### config.mk
export PLATFORM = sky130hd
export DESIGN_NAME = footswitch_click_classifier
export DESIGN_NICKNAME = d
export VERILOG_FILES = /design/src/hw/rtl/fscc_pkg.sv /design/src/hw/rtl/fscc_cfg.sv /design/src/hw/rtl/fscc_core.sv /design/src/hw/rtl/footswitch_click_classifier.sv
export SDC_FILE = /design/constraint.sdc
export NUM_CORES = 1
export LEC_CHECK = 0
export BUFFER_PORTS_ARGS = -buffer_cell sky130_fd_sc_hd__buf_2
export CORE_AREA = 3 3 129 131
export CTS_BUF_LIST = sky130_fd_sc_hd__clkbuf_4
export DETAILED_ROUTE_END_ITERATION = 12
export DIE_AREA = 0 0 132 134
export PLACE_DENSITY = 0.88
export RECOVER_POWER = 100
export SLEW_MARGIN = 20
export SYNTH_ARGS = -nofsm -noshare
export SYNTH_HDL_FRONTEND = slang
export SYNTH_SLANG_ARGS = --single-unit
### constraint.sdc
create_clock -name clk_i -period 17.3 [get_ports clk_i]
set_clock_uncertainty 0.2 [all_clocks]
set_input_delay 0 -clock clk_i [delete_from_list [all_inputs] [get_ports clk_i]]
set_output_delay 0 -clock clk_i [all_outputs]
set_load 0.03 [all_outputs]
### src/hw/rtl/fscc_pkg.sv
package fscc_pkg;

  localparam int unsigned TimeW  = 32;
  localparam int unsigned CfgW   = 16;
  localparam int unsigned ModeW  = 2;
  localparam int unsigned CountW = 2;
  localparam int unsigned CfgIdxW = 1;

  localparam logic [CountW-1:0] ClickSat = CountW'(3);
  localparam logic [CountW-1:0] ClickDouble = CountW'(2);

  localparam logic [CfgW-1:0] DoubleClickReset = CfgW'(300);
  localparam logic [CfgW-1:0] LongPressReset   = CfgW'(1000);

  // Register indexes of the configuration port.
  localparam logic [CfgIdxW-1:0] RegDoubleClick = 1'b0;
  localparam logic [CfgIdxW-1:0] RegLongPress   = 1'b1;

  localparam logic [ModeW-1:0] ModeStandby = 2'd0;
  localparam logic [ModeW-1:0] ModeTuning  = 2'd1;

  localparam logic LevelPressed = 1'b0;
  localparam logic LevelOpen    = 1'b1;

  typedef enum logic [1:0] {
    EvNone   = 2'd0,
    EvNormal = 2'd1,
    EvDouble = 2'd2,
    EvLong   = 2'd3
  } press_event_e;

  typedef struct packed {
    logic             level;
    logic [TimeW-1:0] time_ms;
    logic [ModeW-1:0] mode;
  } fscc_item_t;

  typedef struct packed {
    press_event_e event_code;
    logic         relay;
    logic         change;
    logic         new_mode;
  } fscc_res_t;

  typedef struct packed {
    logic [CfgW-1:0] double_click_ms;
    logic [CfgW-1:0] long_press_ms;
  } fscc_cfg_t;

endpackage

### src/hw/rtl/fscc_cfg.sv
module fscc_cfg (
  input  logic                            clk_i,
  input  logic                            rst_ni,
  input  logic                            cfg_valid_i,
  input  logic [fscc_pkg::CfgIdxW-1:0]    cfg_index_i,
  input  logic [fscc_pkg::CfgW-1:0]       cfg_data_i,
  output fscc_pkg::fscc_cfg_t             cfg_o
);
  import fscc_pkg::*;

  logic [CfgW-1:0] double_click_q;
  logic [CfgW-1:0] long_press_q;

  always_ff @(posedge clk_i or negedge rst_ni) begin
    if (!rst_ni) begin
      double_click_q <= DoubleClickReset;
      long_press_q   <= LongPressReset;
    end else if (cfg_valid_i) begin
      case (cfg_index_i)
        RegDoubleClick: double_click_q <= cfg_data_i;
        RegLongPress:   long_press_q   <= cfg_data_i;
        default: ;
      endcase
    end
  end

  assign cfg_o.double_click_ms = double_click_q;
  assign cfg_o.long_press_ms   = long_press_q;

endmodule

### src/hw/rtl/fscc_core.sv
module fscc_core (
  input  logic                 clk_i,
  input  logic                 rst_ni,
  input  logic                 step_i,
  input  fscc_pkg::fscc_item_t item_i,
  input  fscc_pkg::fscc_cfg_t  cfg_i,
  output fscc_pkg::fscc_res_t  res_o
);
  import fscc_pkg::*;

  logic              last_level_q, last_level_d;
  logic [TimeW-1:0]  press_start_q, press_start_d;
  logic [TimeW-1:0]  prev_press_q, prev_press_d;
  logic [CountW-1:0] click_count_q, click_count_d;
  logic              long_fired_q, long_fired_d;
  logic              relay_q, relay_d;

  logic             press_edge;
  logic             release_edge;
  logic [TimeW-1:0] gap;
  logic [TimeW-1:0] held;
  logic             held_long;

  always_comb begin
    press_edge   = (item_i.level == LevelPressed) && (last_level_q == LevelOpen);
    release_edge = (item_i.level == LevelOpen) && (last_level_q == LevelPressed);
    gap          = item_i.time_ms - prev_press_q;

    last_level_d  = item_i.level;
    press_start_d = press_start_q;
    prev_press_d  = prev_press_q;
    click_count_d = click_count_q;
    long_fired_d  = long_fired_q;
    relay_d       = relay_q;

    res_o.event_code = EvNone;
    res_o.change     = 1'b0;
    res_o.new_mode   = 1'b0;

    if (press_edge) begin
      press_start_d = item_i.time_ms;
      prev_press_d  = item_i.time_ms;
      long_fired_d  = 1'b0;
      if (gap <= TimeW'(cfg_i.double_click_ms)) begin
        if (click_count_q != ClickSat) begin
          click_count_d = click_count_q + CountW'(1);
        end
      end else begin
        click_count_d = CountW'(1);
      end
    end

    // One subtractor serves both the hold check and the release check.
    held      = item_i.time_ms - press_start_d;
    held_long = held >= TimeW'(cfg_i.long_press_ms);

    if (item_i.level == LevelPressed) begin
      if (held_long && !long_fired_d) begin
        res_o.event_code = EvLong;
        long_fired_d     = 1'b1;
      end
    end

    if (release_edge && !long_fired_d) begin
      if (click_count_d == ClickDouble) begin
        res_o.event_code = EvDouble;
      end else if (!held_long) begin
        res_o.event_code = EvNormal;
        case (item_i.mode)
          ModeStandby: begin
            relay_d        = 1'b1;
            res_o.change   = 1'b1;
            res_o.new_mode = 1'b1;
          end
          ModeTuning: begin
            relay_d      = 1'b0;
            res_o.change = 1'b1;
          end
          default: ;
        endcase
      end
    end

    res_o.relay = relay_d;
  end

  always_ff @(posedge clk_i or negedge rst_ni) begin
    if (!rst_ni) begin
      last_level_q  <= LevelOpen;
      press_start_q <= '0;
      prev_press_q  <= '0;
      click_count_q <= '0;
      long_fired_q  <= 1'b0;
      relay_q       <= 1'b0;
    end else if (step_i) begin
      last_level_q  <= last_level_d;
      press_start_q <= press_start_d;
      prev_press_q  <= prev_press_d;
      click_count_q <= click_count_d;
      long_fired_q  <= long_fired_d;
      relay_q       <= relay_d;
    end
  end

endmodule

### src/hw/rtl/footswitch_click_classifier.sv
// Footswitch click classifier.
//
// Input channel: one request per poll carries switch_level_i (0 pressed),
// time_ms_i and tuner_mode_i. It is accepted on a rising edge where
// in_valid_i is high and in_stall_o is low.
// Output channel: one result per poll with press_event_o, relay_level_o,
// mode_change_o and new_mode_o, taken when out_valid_o is high and
// out_stall_i is low.
// The poll lands in an input register, and the classification against the
// switch state registers is written into the result register. Throughput is
// one poll per cycle while out_stall_i does not hold the result register.
// When the receiver stalls, the result register holds, and the input
// register keeps taking one more poll before in_stall_o rises.
// Configuration writes (index 0 double-click window, index 1 long-press
// time) are always ready and should be issued only while the block is idle.
// Reset clears the switch state to open with the relay off, and loads the
// default timings of 300 ms and 1000 ms.
module footswitch_click_classifier (
  input  logic                          clk_i,
  input  logic                          rst_ni,
  input  logic                          in_valid_i,
  output logic                          in_stall_o,
  input  logic                          switch_level_i,
  input  logic [fscc_pkg::TimeW-1:0]    time_ms_i,
  input  logic [fscc_pkg::ModeW-1:0]    tuner_mode_i,
  output logic                          out_valid_o,
  input  logic                          out_stall_i,
  output logic [1:0]                    press_event_o,
  output logic                          relay_level_o,
  output logic                          mode_change_o,
  output logic                          new_mode_o,
  input  logic                          cfg_valid_i,
  output logic                          cfg_ready_o,
  input  logic [fscc_pkg::CfgIdxW-1:0]  cfg_index_i,
  input  logic [fscc_pkg::CfgW-1:0]     cfg_data_i
);
  import fscc_pkg::*;

  fscc_cfg_t  cfg;
  fscc_item_t item_q;
  logic       item_valid_q;
  fscc_res_t  res;
  fscc_res_t  res_q;
  logic       res_valid_q;

  logic out_free;
  logic step;
  logic in_take;

  assign cfg_ready_o = 1'b1;

  fscc_cfg u_cfg (
    .clk_i       (clk_i),
    .rst_ni      (rst_ni),
    .cfg_valid_i (cfg_valid_i),
    .cfg_index_i (cfg_index_i),
    .cfg_data_i  (cfg_data_i),
    .cfg_o       (cfg)
  );

  assign out_free   = !res_valid_q || !out_stall_i;
  assign step       = item_valid_q && out_free;
  assign in_stall_o = item_valid_q && !out_free;
  assign in_take    = in_valid_i && !in_stall_o;

  fscc_core u_core (
    .clk_i  (clk_i),
    .rst_ni (rst_ni),
    .step_i (step),
    .item_i (item_q),
    .cfg_i  (cfg),
    .res_o  (res)
  );

  always_ff @(posedge clk_i or negedge rst_ni) begin
    if (!rst_ni) begin
      item_valid_q <= 1'b0;
      res_valid_q  <= 1'b0;
    end else begin
      if (in_take) begin
        item_valid_q <= 1'b1;
      end else if (step) begin
        item_valid_q <= 1'b0;
      end
      if (out_free) begin
        res_valid_q <= item_valid_q;
      end
    end
  end

  always_ff @(posedge clk_i) begin
    if (in_take) begin
      item_q.level   <= switch_level_i;
      item_q.time_ms <= time_ms_i;
      item_q.mode    <= tuner_mode_i;
    end
    if (step) begin
      res_q <= res;
    end
  end

  assign out_valid_o   = res_valid_q;
  assign press_event_o = res_q.event_code;
  assign relay_level_o = res_q.relay;
  assign mode_change_o = res_q.change;
  assign new_mode_o    = res_q.new_mode;

  // A mode request comes only with a normal press.
  assert property (@(posedge clk_i) disable iff (!rst_ni)
    out_valid_o && mode_change_o |-> press_event_o == EvNormal)
    else $error("mode change without a normal press");

  // Without a mode request the requested mode reads as standby.
  assert property (@(posedge clk_i) disable iff (!rst_ni)
    out_valid_o && !mode_change_o |-> !new_mode_o)
    else $error("new mode set without a mode change");

  // The input side only backs up when a result is waiting.
  assert property (@(posedge clk_i) disable iff (!rst_ni)
    in_stall_o |-> out_valid_o && out_stall_i && item_valid_q)
    else $error("input stalled while the result register is free");

endmodule
# Yosys cells after proc, flatten, opt, wreduce, memory -nomap -nowiden
# Cells that the tools add are included.
# word_totals
regBits,143
output_inout_bits,8
inputBits,57
# classes
bitwise_logic,4
addsub,3
eq_ne,3
reduce_logical,21
n_mux,20
n_lt_le_gt_ge,2
# op_table
operator,n
32-bit subtractor,2
32-bit by 16-bit greater-or-equal comparator with 1-bit output,1
32-bit by 16-bit <= comparator with 1-bit output,1
32-bit two-way mux,1
2-bit two-way mux,8
1-bit two-way mux,10
1-bit logical AND,7
1-bit zero test,6
2-bit AND reduction,3
1-bit NOT,4
3-bit OR reduction,1
2-bit by 1-bit adder with 2-bit output (second input constant),1
2-bit by 1-bit equality test with 1-bit output (second input constant),1
2-bit equality test (second input constant),1
2-bit zero test,1
2-bit != test (second input constant),1
1-bit case mux with 2 select lines,1
2-bit nonzero test,1
2-bit OR reduction,1
1-bit logical OR,1

# Longest topological paths before layout
# logic_depth
word_depth,12
depth_mapped,28
mapped_depth_nobuf,25

# Cells and area by module
# Synthesis repeated with hierarchy kept, for this count alone.
# unflattened
cells_unflattened,1119
area_unflattened_um2,10319.9
# modules_own_cells
mod,instances,cells_each,seq_area_each_um2,area_per_inst_um2
fscc_core,1,1000,1727.9,7749.9
footswitch_click_classifier,1,50,1251.2,1305.0
fscc_cfg,1,69,813.3,1265.0

# Least setup slack after synthesis
# No wires, ideal clock.
# synth_timing
path_type,flip-flop to flip-flop
start,register item_q[34] (netlist bit)
end,"register res_q, in the netlist press_event_o[0], data pin"
period_less_slack_ns,5.846
setup_slack_ns,11.454
path_buffers,3
setup_time_ns,0.264
arrival_ns,5.382
path_stages_with_launch,28
path_cell_list,edfxtp_1 > nand2b_4 > buf_2 > clkbuf_1 > buf_1 > o21ai_0 > ha_1 > inv_1 > ha_1 > o221ai_1 > and3b_1 > a221oi_2 > o21bai_1 > a31oi_1 > mux2i_1 > nor2_1 > a21oi_1 > ha_1 > nand2_1 > o21ai_0 > a22oi_1 > o221ai_1 > nor4b_1 > and4b_1 > nand4_1 > nor4_2 > and4_4 > mux2i_1
# synth_rtl
element,line,text
"start, declared",footswitch_click_classifier.sv:40,fscc_item_t item_q;
"end signal, assigned",footswitch_click_classifier.sv:98,res_q <= res;
"end, declared",footswitch_click_classifier.sv:43,fscc_res_t res_q;

==> flow_summary.toml <==
[global_route]
grt_max_degree = 79
grt-ovfl-total = 0
antenna_found_initial = 1
grtUsageTotal_pct = 39.7
grt_pass1_vias = 10493
grt_pass1_wl_um = 56100

[synthesis]
syn_area_um2 = 10700
yosysWarnings = 0
synth_edf_count = 40
synth_nets = 1389
avgSynthCellArea_um2 = 8.61
ys_seq_elements = 143
ys_async_sr_fraction_pct = 72.0
synth_cell_types = 91
ys_seq_area_share_pct = 35.3
ys.flop_type = "dfrtp_1"
synthCells = 1247

[hold_path]
hold_class = "input port to register"

[floorplanning]
rows = 46
die_h_um = 134
die_area_um2 = 17700
fp.coreArea_um2 = 15700
start_util_pct = 68.4
boundaryPins = 65
die_w_um = 132

[clock_tree]
post_cts_buffers = 0
clock_path_buffers = 2
cts_tree = "built"
ctsHtreeMaxLevel = 4
numCtsBuffers = 17
cts_num_sinks = 143
clkTransAtPathRegs_ps = 130
cts_resized = 0
clkLatencyLatePin_ps = 610
cts_root_buf = "clkbuf_4"
cts_hold_buf = 124

[timing]
finalCriticalPeriod_ps = 8410
tightest_slew_ps = 4420
relSlewSlack_pct = -195
tns_ps = 0
setup_viol = 0
fmax_mhz = 119
drv_slew = 250
finalHoldViolations = 0
rsz0062_at_grt = "false"
fin_crit_sh_pct = 48.6

[routing]
drc_errors = 1
first_iter_violations = 1339
drtAntennaViolNets = 0
num_vias = 10820
wire_per_inst_um = 21.8
first_pass_iters = 10
wirelength_um = 35600
vias_per_cell = 6.61

[finish]
instances_no_fill = 1638
synthToLayoutAreaGrowth_pct = 17.5
drive_gt1_share_pct = 9.37
nNetsFinal = 1549

[pwr]
ir_drop_mv = 0.100
cellPowerDensity_nw_per_um2 = 140
p_leak_uw = 0.00567

[setup_path]
critPathLaunchType = "register"
required_ps = 17440
crit_type = "register to register"
end_kind = "register"
cp_data_arrival_time_ps = 8540
critPathMaxFanout = 50

[placed_design]
dp_hpwl_um = 22800
io_buffers = 63
routabilityCongestion = 0.963
dp.cells = 1477

[status]
status = "finished with violations"
violations = "DRC, capacitance limit, slew limit"

[flow_run]
drv_cap = 6
final cells by class:
class,instances,area [um^2]
Sequential cell,143,3790
Fill cell,991,3090
Tap cell,216,270
Timing Repair Buffer,194,1590
Clock inverter,13,116
Antenna cell,2,5.00
Clock buffer,19,143
Multi-Input combinational cell,955,6350
Inverter,96,360
cell usage after synthesis (8+ instances only):
master / number / area, um^2
nor2b_1: 18 / 113
o21ai_0: 106 / 531
mux2i_1: 30 / 300
dfstp_2: 11 / 289
and4_1: 8 / 70.1
edfxtp_1: 40 / 1200
o21a_1: 14 / 105
nand3_1: 27 / 135
o21bai_1: 16 / 120
nor2_1: 62 / 233
nand2b_1: 16 / 100
or3_1: 10 / 62.6
xnor2_1: 32 / 280
o2111ai_1: 8 / 70.1
mux2_2: 18 / 203
a21oi_1: 89 / 445
nand2_1: 183 / 687
a21o_1: 29 / 218
nor3_1: 16 / 80.1
a31oi_1: 8 / 50.1
nand4_1: 23 / 144
inv_1: 96 / 360
and3_1: 11 / 68.8
xor2_1: 11 / 96.3
clkbuf_1: 40 / 150
ha_1: 84 / 1050
a211oi_1: 10 / 75.1
dfrtp_1: 92 / 2300
o211ai_1: 14 / 105
report_power, final:
part           switching (uW)  internal [uW]
Combinational             663            418
Clock                     142           74.9
Sequential               51.4            423
Total                     857            915
worst paths after layout:
path	startpoint	endpoint	slack (ps)	depth (start not counted)
min in group asynchronous	rst_ni	u_cfg.long_press_q[1]	960	4
worst max register to register	item_q[34]	press_event_o[1]	8890	24
worst min-delay path	cfg_data_i[9]	u_cfg.double_click_q[9]	4	4
max in group asynchronous	rst_ni	u_core.press_start_q[22]	12200	4
worst max-delay path	item_q[34]	press_event_o[1]	8890	24
worst min register to register	u_core.press_start_q[30]	u_core.press_start_q[30]	290	2
flip-flops by register name, summed over array words and instances (netlist names):
register	cells
u_core.press_start_q	32
u_core.prev_press_q	32
press_event_o	2
u_cfg.long_press_q	16
item_q	35
mode_change_o	1
new_mode_o	1
u_core.click_count_q	2
u_core.last_level_q	1
item_valid_q	1
relay_level_o	1
out_valid_o	1
u_cfg.double_click_q	16
u_core.relay_q	1
u_core.long_fired_q	1
critical path: stages, from the launching register on:
cell,delay (ps)
edfxtp_1,440
nand2b_1,1770
o21ai_0,240
ha_1,340
inv_1,100
ha_1,330
o221ai_1,200
and3b_1,210
a221oi_1,980
o21bai_1,310
a31oi_1,120
mux2i_1,140
nor2_1,50
a21oi_1,130
ha_1,250
nand2_1,80
o21ai_0,90
a22oi_1,260
o221ai_1,170
nor4b_1,300
and4b_1,220
nand4_1,130
nor4_1,570
and4_4,350
o21ai_0,90
placed cells by master, fill, tap and decap left out, types with 5 or more instances in the layout:
cell type | netlist | final
dfrtp_1 | 92 | 92
o21bai_1 | 16 | 16
nand3_1 | 27 | 27
or3_1 | 10 | 10
o22ai_1 | 7 | 7
a21oi_1 | 89 | 89
and3_1 | 11 | 11
nor2_1 | 62 | 62
dfstp_2 | 11 | 11
o31ai_1 | 5 | 5
o211ai_1 | 14 | 14
nor4_1 | 6 | 8
a211oi_1 | 10 | 10
inv_1 | 96 | 96
a21o_1 | 29 | 29
o21ai_0 | 106 | 107
ha_1 | 84 | 84
o2111ai_1 | 8 | 8
dlygate4sd3_1 | 0 | 126
nor3_1 | 16 | 16
nand2_1 | 183 | 183
and4_1 | 8 | 8
nor2b_1 | 18 | 18
a31oi_1 | 8 | 8
buf_2 | 7 | 50
mux2i_1 | 30 | 30
xnor2_1 | 32 | 32
edfxtp_1 | 40 | 40
clkbuf_1 | 40 | 16
clkbuf_4 | 0 | 19
nand4_1 | 23 | 23
o21a_1 | 14 | 14
mux2_2 | 18 | 18
nand2b_1 | 16 | 17
xor2_1 | 11 | 11
metal layers:
| layer | vias to the layer above | share of wire [%] | GRT usage (%) |
|---|---|---|---|
| met3 | 168 | 10 | 8.81 |
| met1 | 5076 | 38 | 50.4 |
| met2 | 762 | 46 | 65.9 |
| met5 | - | 0 | 0 |
| met4 | 0 | 5.7 | 17.4 |
| li1 | 4814 | - | - |
per-stage QoR:
step / area, um^2 / power [uW] / setup slack (ps) / utilization (%) / hold slack [ps]
6_report: 12600 / 1770 / 8890 / 80.3 / 4.29
5_1_grt: 12600 / 1880 / 8330 / 80.3 / 26.1
4_1_cts: 12700 / 1690 / 10930 / 80.6 / 0.0865
3_5_place_dp: 11200 / 1460 / 10950 / 71.0 / -257
3_3_place_gp: 11200 / 1430 / 11110 / 71.0 / -265
2_1_floorplan: 10700 / 1210 / 11450 / - / -496
cells by family after synthesis:
kind of cell / count (synthesis) / share of synthesized area (%)
other: 1 / 0.0349
AOI/OAI and AO/OA: 355 / 21.4
xor gates and xnor gates: 43 / 3.51
adders and majority gates: 90 / 10.5
and+or+nand+nor: 418 / 19.2
buffers and inverters: 149 / 5.36
DFF: 143 / 35.3
muxes: 48 / 4.68
Note: power is estimated with default switching activity, not from simulation.
